==> src/rtl/core/assert_macros.svh <==
// Assertion helpers included by the top-level encoder.
`ifndef ASSERT_MACROS_SVH
`define ASSERT_MACROS_SVH

// Check a property on every rising edge outside reset.
`define ASSERT_CHECK(label, clk, rst, prop) \
   label: assert property (@(posedge clk) disable iff (rst) (prop)) \
      else $error("assertion failed");

// Check that a condition never holds outside reset.
`define ASSERT_NEVER(label, clk, rst, cond) \
   `ASSERT_CHECK(label, clk, rst, !(cond))

`endif

==> src/rtl/core/u16esc_pkg.sv <==
`timescale 1ns / 1ps

package u16esc_pkg;

   // ASCII codes used by the encoder
   localparam logic [7:0] CHAR_SPACE     = 8'h20;
   localparam logic [7:0] CHAR_TILDE     = 8'h7E;
   localparam logic [7:0] CHAR_QUOTE     = 8'h22;
   localparam logic [7:0] CHAR_BACKSLASH = 8'h5C;
   localparam logic [7:0] CHAR_LOWER_U   = 8'h75;
   localparam logic [7:0] CHAR_NUL       = 8'h00;
   localparam logic [7:0] CHAR_ZERO      = 8'h30;
   localparam logic [7:0] CHAR_HEX_ALPHA = 8'h37;

   // Default depth of the queue between front and back
   localparam int unsigned QUEUE_DEPTH_DEFAULT = 2;

   // What the back end does with a queued word
   typedef enum logic [1:0] {
      KIND_PASS,
      KIND_ESCAPE,
      KIND_END
   } kind_type;

   typedef struct packed {
      kind_type    kind;
      logic [15:0] unit;
   } entry_type;

   typedef struct packed {
      logic full;
      logic not_empty;
   } q_status_type;

   typedef enum logic [2:0] {
      ST_IDLE,
      ST_ESC_U,
      ST_HEX3,
      ST_HEX2,
      ST_HEX1,
      ST_HEX0
   } back_state_type;

   // Upper-case ASCII hex digit of one nibble
   function automatic logic [7:0] hex_ascii(input logic [3:0] nibble);
      logic [7:0] wide;
      wide = {4'h0, nibble};
      if (nibble < 4'd10) begin
         hex_ascii = CHAR_ZERO + wide;
      end else begin
         hex_ascii = CHAR_HEX_ALPHA + wide;
      end
   endfunction

endpackage

==> src/rtl/core/u16esc_front.sv <==
`timescale 1ns / 1ps

module u16esc_front (
   input  logic                    clock,
   input  logic                    reset,
   input  logic                    req_valid,
   output logic                    req_stall,
   input  logic [15:0]             req_code_unit,
   input  logic                    req_last_unit,
   input  u16esc_pkg::q_status_type q_status,
   output logic                    push,
   output u16esc_pkg::entry_type   push_entry
);
   import u16esc_pkg::*;

   logic stopped_ff;
   logic stopped_in;
   logic accept;
   logic is_zero;
   logic is_plain;

   // Hold the input while the queue is full
   assign req_stall = q_status.full;
   assign accept    = req_valid && !req_stall;

   // Classify the unit
   assign is_zero  = (req_code_unit == 16'h0000);
   assign is_plain = (req_code_unit[15:8] == 8'h00)
                     && (req_code_unit[7:0] >= CHAR_SPACE)
                     && (req_code_unit[7:0] <= CHAR_TILDE)
                     && (req_code_unit[7:0] != CHAR_QUOTE)
                     && (req_code_unit[7:0] != CHAR_BACKSLASH);

   always_comb begin
      push_entry.unit = req_code_unit;
      if (is_zero) begin
         push_entry.kind = KIND_END;
      end else if (is_plain) begin
         push_entry.kind = KIND_PASS;
      end else begin
         push_entry.kind = KIND_ESCAPE;
      end
   end

   // Drop words while the string is stopped
   assign push = accept && !stopped_ff;

   // Stop after a zero unit; the last unit of a buffer restarts
   always_comb begin
      stopped_in = stopped_ff;
      if (accept && (stopped_ff || is_zero)) begin
         stopped_in = !req_last_unit;
      end
   end

   always_ff @(posedge clock) begin
      if (reset) begin
         stopped_ff <= 1'b0;
      end else begin
         stopped_ff <= stopped_in;
      end
   end

endmodule

==> src/rtl/core/u16esc_queue.sv <==
`timescale 1ns / 1ps

module u16esc_queue #(
   parameter int unsigned DEPTH = u16esc_pkg::QUEUE_DEPTH_DEFAULT
) (
   input  logic                     clock,
   input  logic                     reset,
   input  logic                     push,
   input  u16esc_pkg::entry_type    push_entry,
   input  logic                     pop,
   output u16esc_pkg::entry_type    pop_entry,
   output u16esc_pkg::q_status_type q_status
);
   import u16esc_pkg::*;

   localparam int unsigned PTR_W = (DEPTH > 1) ? $clog2(DEPTH) : 1;
   localparam int unsigned CNT_W = $clog2(DEPTH + 1);
   localparam logic [PTR_W-1:0] PTR_LAST = PTR_W'(DEPTH - 1);

   entry_type        entries_ff [DEPTH];
   logic [PTR_W-1:0] wr_ptr_ff;
   logic [PTR_W-1:0] wr_ptr_in;
   logic [PTR_W-1:0] rd_ptr_ff;
   logic [PTR_W-1:0] rd_ptr_in;
   logic [CNT_W-1:0] count_ff;
   logic [CNT_W-1:0] count_in;

   assign pop_entry          = entries_ff[rd_ptr_ff];
   assign q_status.full      = (count_ff == CNT_W'(DEPTH));
   assign q_status.not_empty = (count_ff != '0);

   // Advance pointers with wrap
   assign wr_ptr_in = !push ? wr_ptr_ff : ((wr_ptr_ff == PTR_LAST) ? '0 : wr_ptr_ff + 1'b1);
   assign rd_ptr_in = !pop  ? rd_ptr_ff : ((rd_ptr_ff == PTR_LAST) ? '0 : rd_ptr_ff + 1'b1);

   always_comb begin
      case ({push, pop})
         2'b10:   count_in = count_ff + 1'b1;
         2'b01:   count_in = count_ff - 1'b1;
         default: count_in = count_ff;
      endcase
   end

   always_ff @(posedge clock) begin
      if (reset) begin
         wr_ptr_ff <= '0;
         rd_ptr_ff <= '0;
         count_ff  <= '0;
      end else begin
         wr_ptr_ff <= wr_ptr_in;
         rd_ptr_ff <= rd_ptr_in;
         count_ff  <= count_in;
      end
   end

   // Store the pushed word
   always_ff @(posedge clock) begin
      if (push) begin
         entries_ff[wr_ptr_ff] <= push_entry;
      end
   end

endmodule

==> src/rtl/core/u16esc_back.sv <==
`timescale 1ns / 1ps

module u16esc_back (
   input  logic                     clock,
   input  logic                     reset,
   input  u16esc_pkg::q_status_type q_status,
   input  u16esc_pkg::entry_type    pop_entry,
   output logic                     pop,
   output logic                     rsp_valid,
   input  logic                     rsp_stall,
   output logic [7:0]               rsp_out_char,
   output logic                     rsp_run_last,
   output logic                     rsp_string_end
);
   import u16esc_pkg::*;

   back_state_type state_ff;
   back_state_type state_in;
   logic [15:0]    unit_ff;
   logic [15:0]    unit_in;
   logic           advance;
   logic           emit;
   logic [7:0]     emit_char;
   logic           emit_last;
   logic           emit_end;
   logic           valid_ff;
   logic           valid_in;
   logic [7:0]     char_ff;
   logic           last_ff;
   logic           end_ff;

   // Output register is free when empty or being taken
   assign advance = !valid_ff || !rsp_stall;

   // Next state
   always_comb begin
      state_in = state_ff;
      unique case (state_ff)
         ST_IDLE: begin
            if (advance && q_status.not_empty && (pop_entry.kind == KIND_ESCAPE)) begin
               state_in = ST_ESC_U;
            end
         end
         ST_ESC_U: if (advance) state_in = ST_HEX3;
         ST_HEX3:  if (advance) state_in = ST_HEX2;
         ST_HEX2:  if (advance) state_in = ST_HEX1;
         ST_HEX1:  if (advance) state_in = ST_HEX0;
         ST_HEX0:  if (advance) state_in = ST_IDLE;
         default:  state_in = ST_IDLE;
      endcase
   end

   // Byte selection for each state
   always_comb begin
      pop       = 1'b0;
      emit      = 1'b0;
      emit_char = CHAR_NUL;
      emit_last = 1'b0;
      emit_end  = 1'b0;
      unique case (state_ff)
         ST_IDLE: begin
            if (advance && q_status.not_empty) begin
               pop  = 1'b1;
               emit = 1'b1;
               case (pop_entry.kind)
                  KIND_PASS: begin
                     emit_char = pop_entry.unit[7:0];
                     emit_last = 1'b1;
                  end
                  KIND_ESCAPE: begin
                     emit_char = CHAR_BACKSLASH;
                  end
                  KIND_END: begin
                     emit_char = CHAR_NUL;
                     emit_last = 1'b1;
                     emit_end  = 1'b1;
                  end
                  default: begin
                     emit_last = 1'b1;
                  end
               endcase
            end
         end
         ST_ESC_U: begin
            emit      = advance;
            emit_char = CHAR_LOWER_U;
         end
         ST_HEX3: begin
            emit      = advance;
            emit_char = hex_ascii(unit_ff[15:12]);
         end
         ST_HEX2: begin
            emit      = advance;
            emit_char = hex_ascii(unit_ff[11:8]);
         end
         ST_HEX1: begin
            emit      = advance;
            emit_char = hex_ascii(unit_ff[7:4]);
         end
         ST_HEX0: begin
            emit      = advance;
            emit_char = hex_ascii(unit_ff[3:0]);
            emit_last = 1'b1;
         end
         default: begin
            emit = 1'b0;
         end
      endcase
   end

   // Latch the unit when it leaves the queue
   assign unit_in  = pop ? pop_entry.unit : unit_ff;
   assign valid_in = emit ? 1'b1 : (advance ? 1'b0 : valid_ff);

   always_ff @(posedge clock) begin
      if (reset) begin
         state_ff <= ST_IDLE;
         valid_ff <= 1'b0;
      end else begin
         state_ff <= state_in;
         valid_ff <= valid_in;
      end
   end

   // Load the output word
   always_ff @(posedge clock) begin
      unit_ff <= unit_in;
      if (emit) begin
         char_ff <= emit_char;
         last_ff <= emit_last;
         end_ff  <= emit_end;
      end
   end

   assign rsp_valid      = valid_ff;
   assign rsp_out_char   = char_ff;
   assign rsp_run_last   = last_ff;
   assign rsp_string_end = end_ff;

endmodule

==> src/rtl/core/utf16_unicode_escape_encoder.sv <==
`timescale 1ns / 1ps
`include "assert_macros.svh"

// UTF-16 to ASCII escape encoder. Each request word carries one code unit and
// yields one response byte when it is printable ASCII other than quote and
// backslash, six bytes (backslash, 'u', four upper-case hex digits) for any
// other nonzero unit, and a single zero byte with string_end set for a zero
// unit; after a zero unit the remaining units up to the one flagged last give
// no bytes. The front end accepts one request per cycle into a small queue
// (QUEUE_DEPTH words) and stalls only when that queue is full; the back end
// sequencer emits one byte per cycle, unless rsp_stall holds it, through a
// registered output, so a passed or end-marker unit takes one byte, an
// escaped unit six bytes, and a skipped unit none of the output bandwidth.

module utf16_unicode_escape_encoder #(
   parameter int unsigned QUEUE_DEPTH = u16esc_pkg::QUEUE_DEPTH_DEFAULT
) (
   input  logic        clock,
   input  logic        reset,
   input  logic        req_valid,
   output logic        req_stall,
   input  logic [15:0] req_code_unit,
   input  logic        req_last_unit,
   output logic        rsp_valid,
   input  logic        rsp_stall,
   output logic [7:0]  rsp_out_char,
   output logic        rsp_run_last,
   output logic        rsp_string_end
);
   import u16esc_pkg::*;

   q_status_type q_status;
   entry_type    push_entry;
   entry_type    pop_entry;
   logic         push;
   logic         pop;
   logic         end_word;
   logic         end_shape;
   logic         esc_taken;
   logic         u_word;

   u16esc_front u_front (
      .clock         (clock),
      .reset         (reset),
      .req_valid     (req_valid),
      .req_stall     (req_stall),
      .req_code_unit (req_code_unit),
      .req_last_unit (req_last_unit),
      .q_status      (q_status),
      .push          (push),
      .push_entry    (push_entry)
   );

   u16esc_queue #(
      .DEPTH (QUEUE_DEPTH)
   ) u_queue (
      .clock      (clock),
      .reset      (reset),
      .push       (push),
      .push_entry (push_entry),
      .pop        (pop),
      .pop_entry  (pop_entry),
      .q_status   (q_status)
   );

   u16esc_back u_back (
      .clock          (clock),
      .reset          (reset),
      .q_status       (q_status),
      .pop_entry      (pop_entry),
      .pop            (pop),
      .rsp_valid      (rsp_valid),
      .rsp_stall      (rsp_stall),
      .rsp_out_char   (rsp_out_char),
      .rsp_run_last   (rsp_run_last),
      .rsp_string_end (rsp_string_end)
   );

   // Decode response words for the checks below
   assign end_word  = rsp_valid && rsp_string_end;
   assign end_shape = (rsp_out_char == CHAR_NUL) && rsp_run_last;
   assign esc_taken = rsp_valid && !rsp_stall && !rsp_run_last
                      && (rsp_out_char == CHAR_BACKSLASH);
   assign u_word    = rsp_valid && (rsp_out_char == CHAR_LOWER_U);

   // Queue never overflows or underflows
   `ASSERT_NEVER(a_no_push_full, clock, reset, push && q_status.full)
   `ASSERT_NEVER(a_no_pop_empty, clock, reset, pop && !q_status.not_empty)

   // End marker is a lone zero byte
   `ASSERT_CHECK(a_end_marker, clock, reset, end_word |-> end_shape)

   // A taken escape backslash is followed at once by 'u'
   `ASSERT_CHECK(a_escape_u, clock, reset, esc_taken |=> u_word)

endmodule
==> config.mk <==
export PLATFORM = sky130hd
export DESIGN_NAME = utf16_unicode_escape_encoder
export DESIGN_NICKNAME = d
export VERILOG_FILES = /design/src/rtl/core/u16esc_pkg.sv /design/src/rtl/core/u16esc_front.sv /design/src/rtl/core/u16esc_queue.sv /design/src/rtl/core/u16esc_back.sv /design/src/rtl/core/utf16_unicode_escape_encoder.sv
export VERILOG_INCLUDE_DIRS = /design/src /design/src/rtl/core
export SDC_FILE = /design/constraint.sdc
export NUM_CORES = 1
export LEC_CHECK = 0
export ABC_AREA = 0
export CORE_UTILIZATION = 25
export DETAILED_ROUTE_END_ITERATION = 10
export DONT_BUFFER_PORTS = 1
export PLACE_DENSITY = 0.47
export SKIP_CTS_REPAIR_TIMING = 1
export SLEW_MARGIN = 10
export SYNTH_ARGS = -nofsm -noshare
export SYNTH_HDL_FRONTEND = slang
export SYNTH_SLANG_ARGS = --single-unit
==> constraint.sdc <==
create_clock -name clock -period 6.9 [get_ports clock]
set_clock_uncertainty 0.2 [all_clocks]
set_input_delay 0.345 -clock clock [delete_from_list [all_inputs] [get_ports clock]]
set_output_delay 0.345 -clock clock [all_outputs]
set_load 0.01 [all_outputs]
# Yosys cells after proc, flatten, opt, wreduce, memory -nomap -nowiden
# Memory sizes are Yosys's and may differ from the RTL's. A register that Yosys moved wholly into a read port is not among the register bits.
# Cells that the tools add are included.
[op_classes]
addsub = 12
n_mul = 0
div = 0
n_lt_le_gt_ge = 6
eq_ne = 18
shift = 0
n_mux = 32
bitwise_logic = 0
n_reduce_logical = 26
[op_table]
columns = ["op", "n"]
rows = [
  ["adder 6 x 4 -> 7 bit (first input constant)", 8],
  ["case mux 8 bit (6 select lines)", 1],
  ["2-to-1 mux 8 bit", 5],
  ["2-to-1 mux 3 bit", 6],
  ["case mux 3 bit (6 select lines)", 1],
  ["logical NOT 16 bit", 1],
  ["less-than comparator 4 bit (second input constant)", 4],
  ["case mux 8 bit (2 select lines)", 1],
  ["2-to-1 mux 1 bit", 14],
  ["!= test 2 x 1 -> 1 bit (second input constant)", 6],
  ["logical AND 1 bit", 9],
  ["greater-or-equal comparator 8 x 6 -> 1 bit (second input constant)", 1],
  ["less-or-equal comparator 8 x 7 -> 1 bit (second input constant)", 1],
  ["logical NOT 8 bit", 1],
  ["!= test 8 x 6 -> 1 bit (second input constant)", 1],
  ["!= test 8 x 7 -> 1 bit (second input constant)", 1],
  ["== test 2 bit (second input constant)", 3],
  ["== test 3 x 2 -> 1 bit (second input constant)", 2],
  ["== test 3 bit (second input constant)", 2],
  ["AND reduction 6 bit", 1],
  ["nonzero test 2 bit", 3],
  ["logical NOT 1 bit", 5],
  ["OR reduction 5 bit", 1],
  ["== test 2 x 1 -> 1 bit (second input constant)", 2],
  ["11 further kinds", 14],
]
[totals]
reg_bits = 35
latch_bits = 0
ram_bits = 36
mem_bits_ro = 0
output_inout_bits = 12
mem_count = 1
[memory_table]
columns = ["name", "words", "word_bits", "read_ports", "rd_clocked_by_memory_dff", "write_ports", "line", "source"]
rows = [
  ["u_queue.entries_ff", 2, 18, 1, 1, 1, "u16esc_queue.sv:20", "entry_type entries_ff [DEPTH];"],
]

# Depth between registers and ports, before layout
# Gate-level depths: netlist of run 1.
[logic_depth]
depth_word = 7
depth_mapped = 8

# Modules after synthesis
# A second synthesis of run 1 with hierarchy kept.
[hier_totals]
hier_cells = 276
area_unflattened_um2 = 3435.8
[modules_own_cells]
columns = ["mod", "n_inst", "cells_each", "area_each_um2", "seq_area_each_um2"]
rows = [
  ["u16esc_back", 1, 158, 1642.8, 860.8],
  ["u16esc_queue", 1, 78, 1503.9, 1181.1],
  ["u16esc_front", 1, 40, 289.0, 20.0],
]

# Worst setup path before layout of run 1
# No wires, ideal clock.
[synth_timing]
path_kind = "register to register"
start = "reg u_queue.count_ff[0]"
end = "mem u_queue.entries_ff[0][0] (netlist name), enable pin"
setup_ps = 392
arrival_time_ps = 1807
t_required_ps = 6308
path_slack_ps = 4501
stages_incl_launch_ff = 6
path_cell_list = "dfxtp_1 nand2b_1 inv_1 nor3b_1 inv_1 nor2_1"
[synth_via]
elab_chain_cells = 6
[synth_lines]
columns = ["item", "line", "source"]
rows = [
  ["start, declared", "u16esc_queue.sv:25", "logic [CNT_W-1:0] count_ff;"],
  ["start signal, assigned", "u16esc_queue.sv:52", "count_ff <= count_in;"],
  ["== test 2 bit", "u16esc_queue.sv:29", "assign q_status.full = (count_ff == CNT_W'(DEPTH));"],
  ["named net req_stall", "utf16_unicode_escape_encoder.sv:21", "output logic req_stall,"],
  ["logical NOT 1 bit", "u16esc_front.sv:24", "assign accept = req_valid && !req_stall;"],
  ["logical AND 1 bit", "u16esc_front.sv:24", ""],
  ["logical AND 1 bit", "u16esc_front.sv:46", "assign push = accept && !stopped_ff;"],
  ["2-to-1 mux 1 bit", "u16esc_queue.sv:58", "if (push) begin"],
  ["2-to-1 mux 1 bit (not written as such)", "u16esc_queue.sv:59", "entries_ff[wr_ptr_ff] <= push_entry;"],
  ["end, declared", "u16esc_queue.sv:20", ""],
]
# The timed path passes the listed nets, and every way through them passes these cells.

# Worst setup path after layout of run 1
[layout_timing]
start = "reg u_back.state_ff[0]"
end = "reg u_queue.count_ff[1]"
[layout_via]
elab_chain_cells = 4
[layout_lines]
columns = ["item", "line", "source"]
rows = [
  ["start, declared", "u16esc_back.sv:17", "back_state_type state_ff;"],
  ["start signal, assigned", "u16esc_back.sv:120", "state_ff <= state_in;"],
  ["logical NOT 3 bit (*)", "u16esc_back.sv:60", "unique case (state_ff)"],
  ["2-to-1 mux 1 bit (*)", "u16esc_back.sv:60", ""],
  ["named net pop", "utf16_unicode_escape_encoder.sv:36", "logic pop;"],
  ["== test 2 x 1 -> 1 bit / == test 2 bit (equally long branches)", "u16esc_queue.sv:37", "case ({push, pop})"],
  ["case mux 2 bit (2 select lines) / nonzero test 2 bit (equally long branches)", "--", ""],
]
# Mark *: on every way through the listed nets, which the timed path passes. The rest lies on a longest branch.
# A chain may end at the register's enable or synchronous reset.

==> reports/qor.yml, run 1 <==
status: "completed"
p_leak_nw: 1.32
clock_latency_ns: 0.33
synth.yosys.seq_area_share_pct: 61.4
timing.reg2reg.setup_slack_ns: 4.12
synth-edff-count: 62
gp_congestion: 0.813
hpwl_um: 4840
synth-seq-cells: 72
grt_max_degree: 24
finalSetupTns_ns: 0
max_freq_mhz: 360
area_growth_pct: 19.9
cts_tree: "done"
nFillCells: 1278
p_clk_share_pct: 26.7
crit_type: "flop to flop"
synth_nets: 285
die_x_um: 118
p_comb_share_pct: 27.0
cts_root_buf: "clkbuf_16"
dieArea_um2: 13900
io_buffers: 0
syn-cell-area_um2: 3360
drt_wl_total_um: 6830
grt_remaining_overflow: 0
finalHoldViolations: 0
synth_top_area_share_pct: 55.5
synth_cells: 259
synth_top_cell_by_area: "edfxtp_1"
core_um2: 12900
layout_common_cells: "edfxtp_1, o21ai_0, mux2_2, dlygate4sd3_1, nand2_1"
drc: 0
grt_usage_pct: 10.0
peakVddDrop_mv: 0.122
power_density_nw_per_um2: 426
n_antenna_cell: 0
final_common_cell: "edfxtp_1"
whs_ns: 0.0672
via_per_inst: 4.54
synthTopCellsByArea: "edfxtp_1, mux2_2, dfxtp_1"
tightest_slew_ns: 0.966
cp-end-kind: "flop"
setup_viol: 0
cts_buffer_depth: 2
worst_hold_path_type: "primary input to flop"
drv_slew: 0
synth_cell_types: 56
wl_per_cell_um: 14.8
crit_fanout: 23
grt_pass1_vias: 1886
dr.pass1.iters: 5
relSlewSlack_pct: 35.6
switching_share_pct: 33.9
crit_required_ns: 6.96
grt_pass1_wl_um: 10500
cts_sinks: 72
dp_slack_ns: 4.13
cts_buffers: 9
ys.flop_type: "edfxtp_1"
vias: 2088
post_synth.cell_area_avg_um2: 13.0
drt_iter0_drc: 93
maxCapViolations: 0
nets: 309
worst_slack_ns: 4.12
antenna_found_initial: 0
multiInputGateArea_um2: 1210
clkTransAtPathRegs_ns: 0.06
drive_gt1_share_pct: 14.2
initial_utilization_pct: 26.1
pwr-share-seq_pct: 46.3
cp.arrival_ns: 2.84
postRouteAntennaNets: 0
ios: 33
synth_warnings: 0
p_sw_mw: 0.580
power.internal_mw: 1.13
htree_levels: 3
fp.dieH_um: 118
regArea_um2: 2060
min_period_ns: 2.78
rsz0062_at_grt: "no"
critPathLaunchType: "flop"
rows: 41
synth_async_sr_flop_share_pct: 0
fin_crit_sh_pct: 40.3
path summary, 6_finish.rpt:
| path | from | to | cells after the start |
|---|---|---|---|
| max | u_back.state_ff[0] | u_queue.count_ff[1] | 6 |
| min | rsp_stall | u_back.rsp_valid | 2 |
| max reg2reg | u_back.state_ff[0] | u_queue.count_ff[1] | 6 |
| min reg2reg | u_queue.rd_ptr_ff | flop | 2 |
power groups by stage:
stage / sequential (mW) / combinational, mW / clock (mW)
after CTS: 0.794 / 0.456 / 0.469
after floorplan: 0.739 / 0.387 / 0
after global routing: 0.817 / 0.517 / 0.486
after detailed placement: 0.803 / 0.453 / 0
final: 0.792 / 0.462 / 0.458
after global placement: 0.800 / 0.450 / 0
state kept, by name (all words and copies together), names as in the netlist, named ones only:
name                   count
u_queue.entries_ff        36
u_back.unit_ff            16
u_back.rsp_out_char        8
u_back.state_ff            3
u_queue.count_ff           2
u_back.rsp_run_last        1
u_back.rsp_string_end      1
u_back.rsp_valid           1
u_front.stopped_ff         1
u_queue.rd_ptr_ff          1
u_queue.wr_ptr_ff          1
logic make-up (layout without fill, tap and decap cells):
kind of cell               Yosys count  in the layout  synth area share (%)
AOI/OAI and AO/OA                   60             60                  12.0
and+or+nand+nor                     74             74                  13.2
muxes                               20             20                  6.64
buffers and inverters               19             48                  2.42
adders and majority gates            5              5                  1.86
DFF                                 72             72                  61.4
xor gates and xnor gates             9              9                  2.35
synthesized netlist by cell type (2+ instances only):
cell      instances
nor2b_1           8
and4b_1           3
o211ai_1          5
or2_2             2
nand2b_1          6
edfxtp_1         62
and2_1            2
a21oi_1          10
a211oi_1          3
o21ai_0          18
a311o_1           2
ha_1              5
nor4_1            4
nor3_1            3
buf_2             2
nor3b_1           3
nor4b_1           3
nand3_1           2
dfxtp_1          10
or2_1             2
mux2i_1           2
o32ai_1           2
nand2_1          16
mux2_2           18
inv_1            12
nor2_1           11
o221ai_1          3
a31oi_1           2
a21boi_0          3
xor2_1            2
xnor2_1           7
clkbuf_1          2
metrics by stage:
stage,area [um^2],util [%],std cells,power [mW]
after floorplan,3360,-,259,1.13
after global placement,3550,27.5,426,1.25
after detailed placement,3550,27.5,426,1.26
after CTS,3840,29.8,442,1.72
after global routing,4020,31.2,460,1.82
final,4020,31.2,460,1.71
final cells by class:
type	instances	share of cell area, %
well taps	172	5.35
flip-flops and latches	72	51.3
clock buffers	9	5.60
multi-input cells	168	30.1
repair buffers	19	4.67
clock inverters	7	1.77
inverters	13	1.21
critical path, stage by stage (launching register included):
cell	delay (ns)
dfxtp_1	0.55
or3_4	0.53
or2_1	0.29
inv_2	0.30
ha_1	0.33
or3_1	0.37
a21oi_1	0.14
layer usage:
layer  vias to the layer above  global-route usage (%)  part of all wire (%)
li1                       1046                       -                     -
met1                       995                    13.3                    50
met2                        40                    14.5                    45
met3                         7                    3.34                   3.4
met4                         0                    4.81                   1.4
met5                         -                       0                     0
(Power assumes the default switching activity.)
==> inputs of run 2 (changes only) <==
clock period = 2.8 ns   (was 6.9 ns; I/O delays follow)
==> reports/qor.yml, run 2 (same netlist as run 1, synthesis figures left out) <==
status: "complete, but fails checks"
violations: "negative hold slack"
area_growth_pct: 21.0
min_delay_path_depth: 2  # unchanged
crit_fanout: 5  # -78%
hp-start: "req_code_unit[6]"
whs_ns: -0.0324  # -0.0995 ns
postRouteAntennaNets: 0  # unchanged
wl_per_cell_um: 14.9  # +0.42%
p_leak_nw: 1.36  # +2.4%
rsz0062_at_grt: "no"
cts_root_buf: "clkbuf_16"
rows: 41  # unchanged
drive_gt1_share_pct: 14.5  # +0.29 points
fin_total_pwr_mw: 4.18  # +140%
antenna_found_initial: 0  # unchanged
drt_wl_total_um: 6980  # +2.2%
top_register: "u_queue.entries_ff"
final_common_cell: "edfxtp_1"
io_buffers: 0  # unchanged
hpwl_um: 5100  # +5.2%
cts_sinks: 72  # unchanged
gp_congestion: 0.830  # +2.1%
n_antenna_cell: 0  # unchanged
initial_utilization_pct: 26.1  # unchanged
crit_required_ns: 2.86  # -4.10 ns
finalHoldViolations: 2  # +2
cts_tree: "done"
worst_hold_path_type: "primary input to flop"
crit_path_frequent_cell: "inv_1"
clock_latency_ns: 0.33  # about the same
setup_viol: 0  # unchanged
cts_buffer_depth: 2  # unchanged
finalSetupTns_ns: 0  # unchanged
peakVddDrop_mv: 0.289  # +140%
htree_levels: 3  # unchanged
vias: 2160  # +3.4%
drv_slew: 0  # unchanged
max_freq_mhz: 435  # +21%
cp.arrival_ns: 2.35  # -0.49 ns
timing.reg2reg.setup_slack_ns: 0.50  # -3.62 ns
nets: 317  # +2.6%
grt_remaining_overflow: 0  # unchanged
cts_buffers: 9  # unchanged
grt_pass1_wl_um: 11100  # +6.0%
core_um2: 12900  # unchanged
fin_crit_sh_pct: 82.0  # +42 points
cp-end-kind: "flop"
final_cell_count_no_fill: 468  # +1.7%
relSlewSlack_pct: 41.6  # +6.0 points
slowest_delay_ns: 0.41  # -0.14 ns
crit_type: "flop to flop"
fp.dieH_um: 118  # unchanged
drt_iter0_drc: 78  # -16%
dieArea_um2: 13900  # unchanged
min_to: "u_queue.entries_ff[1][16]"
layout_common_cells: "edfxtp_1, dlygate4sd3_1, o21ai_0, mux2_2, nand2_1"
r2r-start: "u_queue.count_ff[0]"
critPathLaunchType: "flop"
power_density_nw_per_um2: 1030  # +140%
largest_reg_flops: 36  # unchanged
place_inst: 431  # +1.2%
rr_endpoint: "u_queue.count_ff[1]"
maxCapViolations: 0  # unchanged
tightest_slew_ns: 0.876  # -0.0901 ns
ios: 33  # unchanged
die_x_um: 118  # unchanged
clkTransAtPathRegs_ns: 0.06  # about the same
grt_pass1_vias: 2044  # +8.4%
grt_usage_pct: 10.5  # +0.51 points
min_period_ns: 2.30  # -0.482 ns
rr_worst_depth: 7  # +1
cp_cell_sequence: "nand2b_1 > inv_1 > nor3b_1 > inv_1 > ha_1 > or3_1 > a21oi_1"
via_per_inst: 4.62  # +1.7%
grt_max_degree: 23  # -4.2%
critical_path.slowest_cell: "dfxtp_1"
dr.pass1.iters: 4  # -1
drc: 0  # unchanged
## run 2: cell count changes in the layout (fill, tap and decap cells not counted)
cell	previous run	this run
clkinvlp_4	3	1
clkbuf_8	0	1
buf_4	1	6
inv_6	1	0
bufinv_16	1	0
clkbuf_1	0	3
dlygate4sd3_1	18	21
## run 2: worst max-delay path, delay by kind of cell, from the launching register on
family,cells,cell delay [ns]
AOI/OAI and AO/OA,1,0.15
adders and majority gates,1,0.34
buffers and inverters,2,0.21
DFF,1,0.41
and+or+nand+nor,3,0.91
## run 2: report_power, final
group          internal [mW]  switching (mW)  total (mW)  leakage [nW]
combinational          0.534           0.733        1.27         0.564
sequential              1.61           0.271        1.89         0.663
clock                  0.621           0.404        1.02         0.130
## run 2: final cells by class
class	instances	area [um^2]
clock buffers	13	250
inverters	13	48.8
multi-input cells	168	1210
flip-flops and latches	72	2060
fillers	1266	8810
repair buffers	27	255
clock inverters	3	17.5
well taps	172	215
## run 2: per-layer routing
layer	vias to the layer above	GRT usage [%]	wire length [um]
li1	1065	-	-
met1	1032	13.9	3450
met2	49	15.8	3080
met3	14	3.00	278
met4	0	5.05	168
met5	-	0	0
## run 2: worst max-delay path by stage
stage | from | to | cells past startpoint
5_1_grt | u_queue.count_ff[0] | u_queue.count_ff[1] | 7
6_report | u_queue.count_ff[0] | u_queue.count_ff[1] | 7
3_3_place_gp | u_queue.count_ff[0] | u_queue.count_ff[1] | 7
3_5_place_dp | u_queue.count_ff[0] | u_queue.count_ff[1] | 7
4_1_cts | u_queue.count_ff[0] | u_queue.count_ff[1] | 7
2_1_floorplan | u_queue.count_ff[0] | u_queue.entries_ff[0][0] | 5
## run 2: stage by stage
step,hold slack [ns],instance area (um^2),setup WS (ns),util (%)
2_1_floorplan,0.0389,3360,0.401,-
3_3_place_gp,0.0141,3580,0.568,27.8
3_5_place_dp,0.0141,3580,0.525,27.8
4_1_cts,-0.334,3850,0.488,29.9
5_1_grt,0.000117,4060,0.354,31.5
6_report,-0.0324,4060,0.504,31.5
==> inputs of run 3 (changes only) <==
PLACE_DENSITY = 0.49   (was 0.47)
clock period = 1.95 ns   (was 2.8 ns; I/O delays follow)
==> reports/qor.yml, run 3 (same netlist as run 1, synthesis figures left out) <==
rr_worst_depth: 6  # -1
hpwl_um: 5220  # +2.4%
vias: 2251  # +4.2%
crit_required_ns: 1.82  # -1.04 ns
antenna_found_initial: 0  # unchanged
worst_hold_path_type: "primary input to flop"
n_antenna_cell: 0  # unchanged
dr.pass1.iters: 4  # unchanged
rsz0062_at_grt: "yes"
drt_wl_total_um: 7170  # +2.7%
grt_remaining_overflow: 0  # unchanged
whs_ns: -0.0211  # +0.0113 ns
ios: 33  # unchanged
tightest_slew_ns: 0.513  # -0.363 ns
grt_max_degree: 23  # unchanged
fin_crit_sh_pct: 102  # +20 points
cts_tree: "done"
wl_per_cell_um: 14.6  # -2.1%
finalHoldViolations: 2  # unchanged
power.internal_mw: 4.25  # +53%
maxCapViolations: 0  # unchanged
drive_gt1_share_pct: 25.7  # +11 points
gp_congestion: 0.829  # -0.14%
cts_root_buf: "clkbuf_16"
p_clk_share_pct: 23.0  # -1.5 points
place_inst: 452  # +4.9%
cts_sinks: 72  # unchanged
crit_fanout: 3  # -2
slowest_delay_ns: 0.37  # -0.04 ns
pwr-share-seq_pct: 40.7  # -4.4 points
core_um2: 12900  # unchanged
r2r-start: "u_back.unit_ff[1]"
die_x_um: 118  # unchanged
min_period_ns: 1.98  # -0.315 ns
switching_share_pct: 33.9  # +0.19 points
final_cell_count_no_fill: 491  # +4.9%
critPathLaunchType: "flop"
cp-end-kind: "flop"
cp-endpoint: "u_back.rsp_out_char[2]"
hp-start: "req_code_unit[7]"
worst_slack_ns: -0.0318  # -0.535 ns
timing.reg2reg.setup_slack_ns: -0.03  # -0.54 ns
top_register: "u_queue.entries_ff"
cts_buffers: 9  # unchanged
clock_latency_ns: 0.33  # about the same
relSlewSlack_pct: 65.8  # +24 points
p_leak_nw: 1.49  # +10%
postRouteAntennaNets: 0  # unchanged
grt_pass1_wl_um: 11200  # +1.1%
rows: 41  # unchanged
htree_levels: 3  # unchanged
cp_cell_sequence: "inv_2 > ha_4 > and4b_1 > a211o_1 > a22o_1 > a311o_1"
nFillCells: 1299  # +2.6%
io_buffers: 0  # unchanged
drt_iter0_drc: 71  # -9.0%
violations: "negative hold slack, negative setup slack"
grt_pass1_vias: 2182  # +6.8%
p_sw_mw: 2.18  # +55%
layout_common_cells: "edfxtp_1, buf_4, dlygate4sd3_1"
dieArea_um2: 13900  # unchanged
via_per_inst: 4.58  # -0.67%
peakVddDrop_mv: 0.500  # +73%
area_growth_pct: 29.0
final_common_cell: "edfxtp_1"
finalSetupTns_ns: -0.0461  # -0.0461 ns
rr_endpoint: "u_back.rsp_out_char[2]"
setup_viol: 2  # +2
cts_buffer_depth: 2  # unchanged
nets: 340  # +7.3%
cp.arrival_ns: 1.85  # -0.50 ns
p_comb_share_pct: 36.3  # +6.0 points
status: "complete, but fails checks"
drc: 0  # unchanged
power_density_nw_per_um2: 1480  # +44%
fp.dieH_um: 118  # unchanged
critPathLaunch: "u_back.unit_ff[1]"
largest_reg_flops: 36  # unchanged
clkTransAtPathRegs_ns: 0.06  # about the same
critical_path.slowest_cell: "edfxtp_1"
grt_usage_pct: 10.8  # +0.24 points
crit_type: "flop to flop"
max_freq_mhz: 505  # +16%
drv_slew: 0  # unchanged
initial_utilization_pct: 26.1  # unchanged
-- run 3: cell count changes in the layout (fill, tap and decap cells not counted), sizes merged --
cell         change
buf             +24
clkbuf           -4
dlygate4sd3      -1
clkinv           +4
-- run 3: power by group through the flow --
stage          clock network [mW]  logic, mW  registers [mW]
3_3_place_gp                    0       2.20            2.64
4_1_cts                      1.53       2.25            2.62
6_report                     1.48       2.33            2.61
2_1_floorplan                   0       1.45            2.62
5_1_grt                      1.59       2.59            2.67
3_5_place_dp                    0       2.23            2.65
-- run 3: worst min path at each step --
stage               depth (start not counted)                   endpoint  slack (ns)
global placement                            1        u_queue.count_ff[1]       -0.03
finish                                      3  u_queue.entries_ff[1][16]       -0.02
floorplan                                   0   u_queue.entries_ff[0][0]      -0.004
detailed placement                          1         u_back.state_ff[2]       -0.04
global route                                2  u_queue.entries_ff[1][16]        0.02
CTS                                         1         u_back.state_ff[2]       -0.39
-- run 3: routing by layer --
layer | vias up | track usage, % | wire length, um
met3 | 10 | 2.81 | 274
met4 | 0 | 6.01 | 160
met2 | 46 | 16.9 | 3340
met1 | 1081 | 13.4 | 3400
met5 | - | 0 | 0
li1 | 1114 | - | -
-- run 3: final cells by class --
type | instances | area (um^2) | share of cell area (%)
repair buffers | 50 | 454 | 10.5
flip-flops and latches | 72 | 2060 | 47.7
clock buffers | 9 | 225 | 5.20
well taps | 172 | 215 | 4.97
inverters | 13 | 56.3 | 1.30
multi-input cells | 168 | 1260 | 29.2
clock inverters | 7 | 48.8 | 1.13
-- run 3: critical path: cells and delay by family, from the launching register on --
kind	cells	cell delay [ns]
AOI/OAI and AO/OA	3	0.76
DFF	1	0.37
buffers and inverters	1	0.06
adders and majority gates	1	0.16
and+or+nand+nor	1	0.16
-- run 3: metrics by stage --
step / area, um^2 / power (mW) / utilization (%) / worst slack (ns)
6_report: 4330 / 6.42 / 33.6 / -0.0318
5_1_grt: 4330 / 6.86 / 33.6 / -0.0840
4_1_cts: 4080 / 6.40 / 31.6 / -0.0714
3_5_place_dp: 3800 / 4.87 / 29.5 / -0.0517
3_3_place_gp: 3800 / 4.84 / 29.5 / -0.00909
2_1_floorplan: 3390 / 4.06 / - / -0.0934
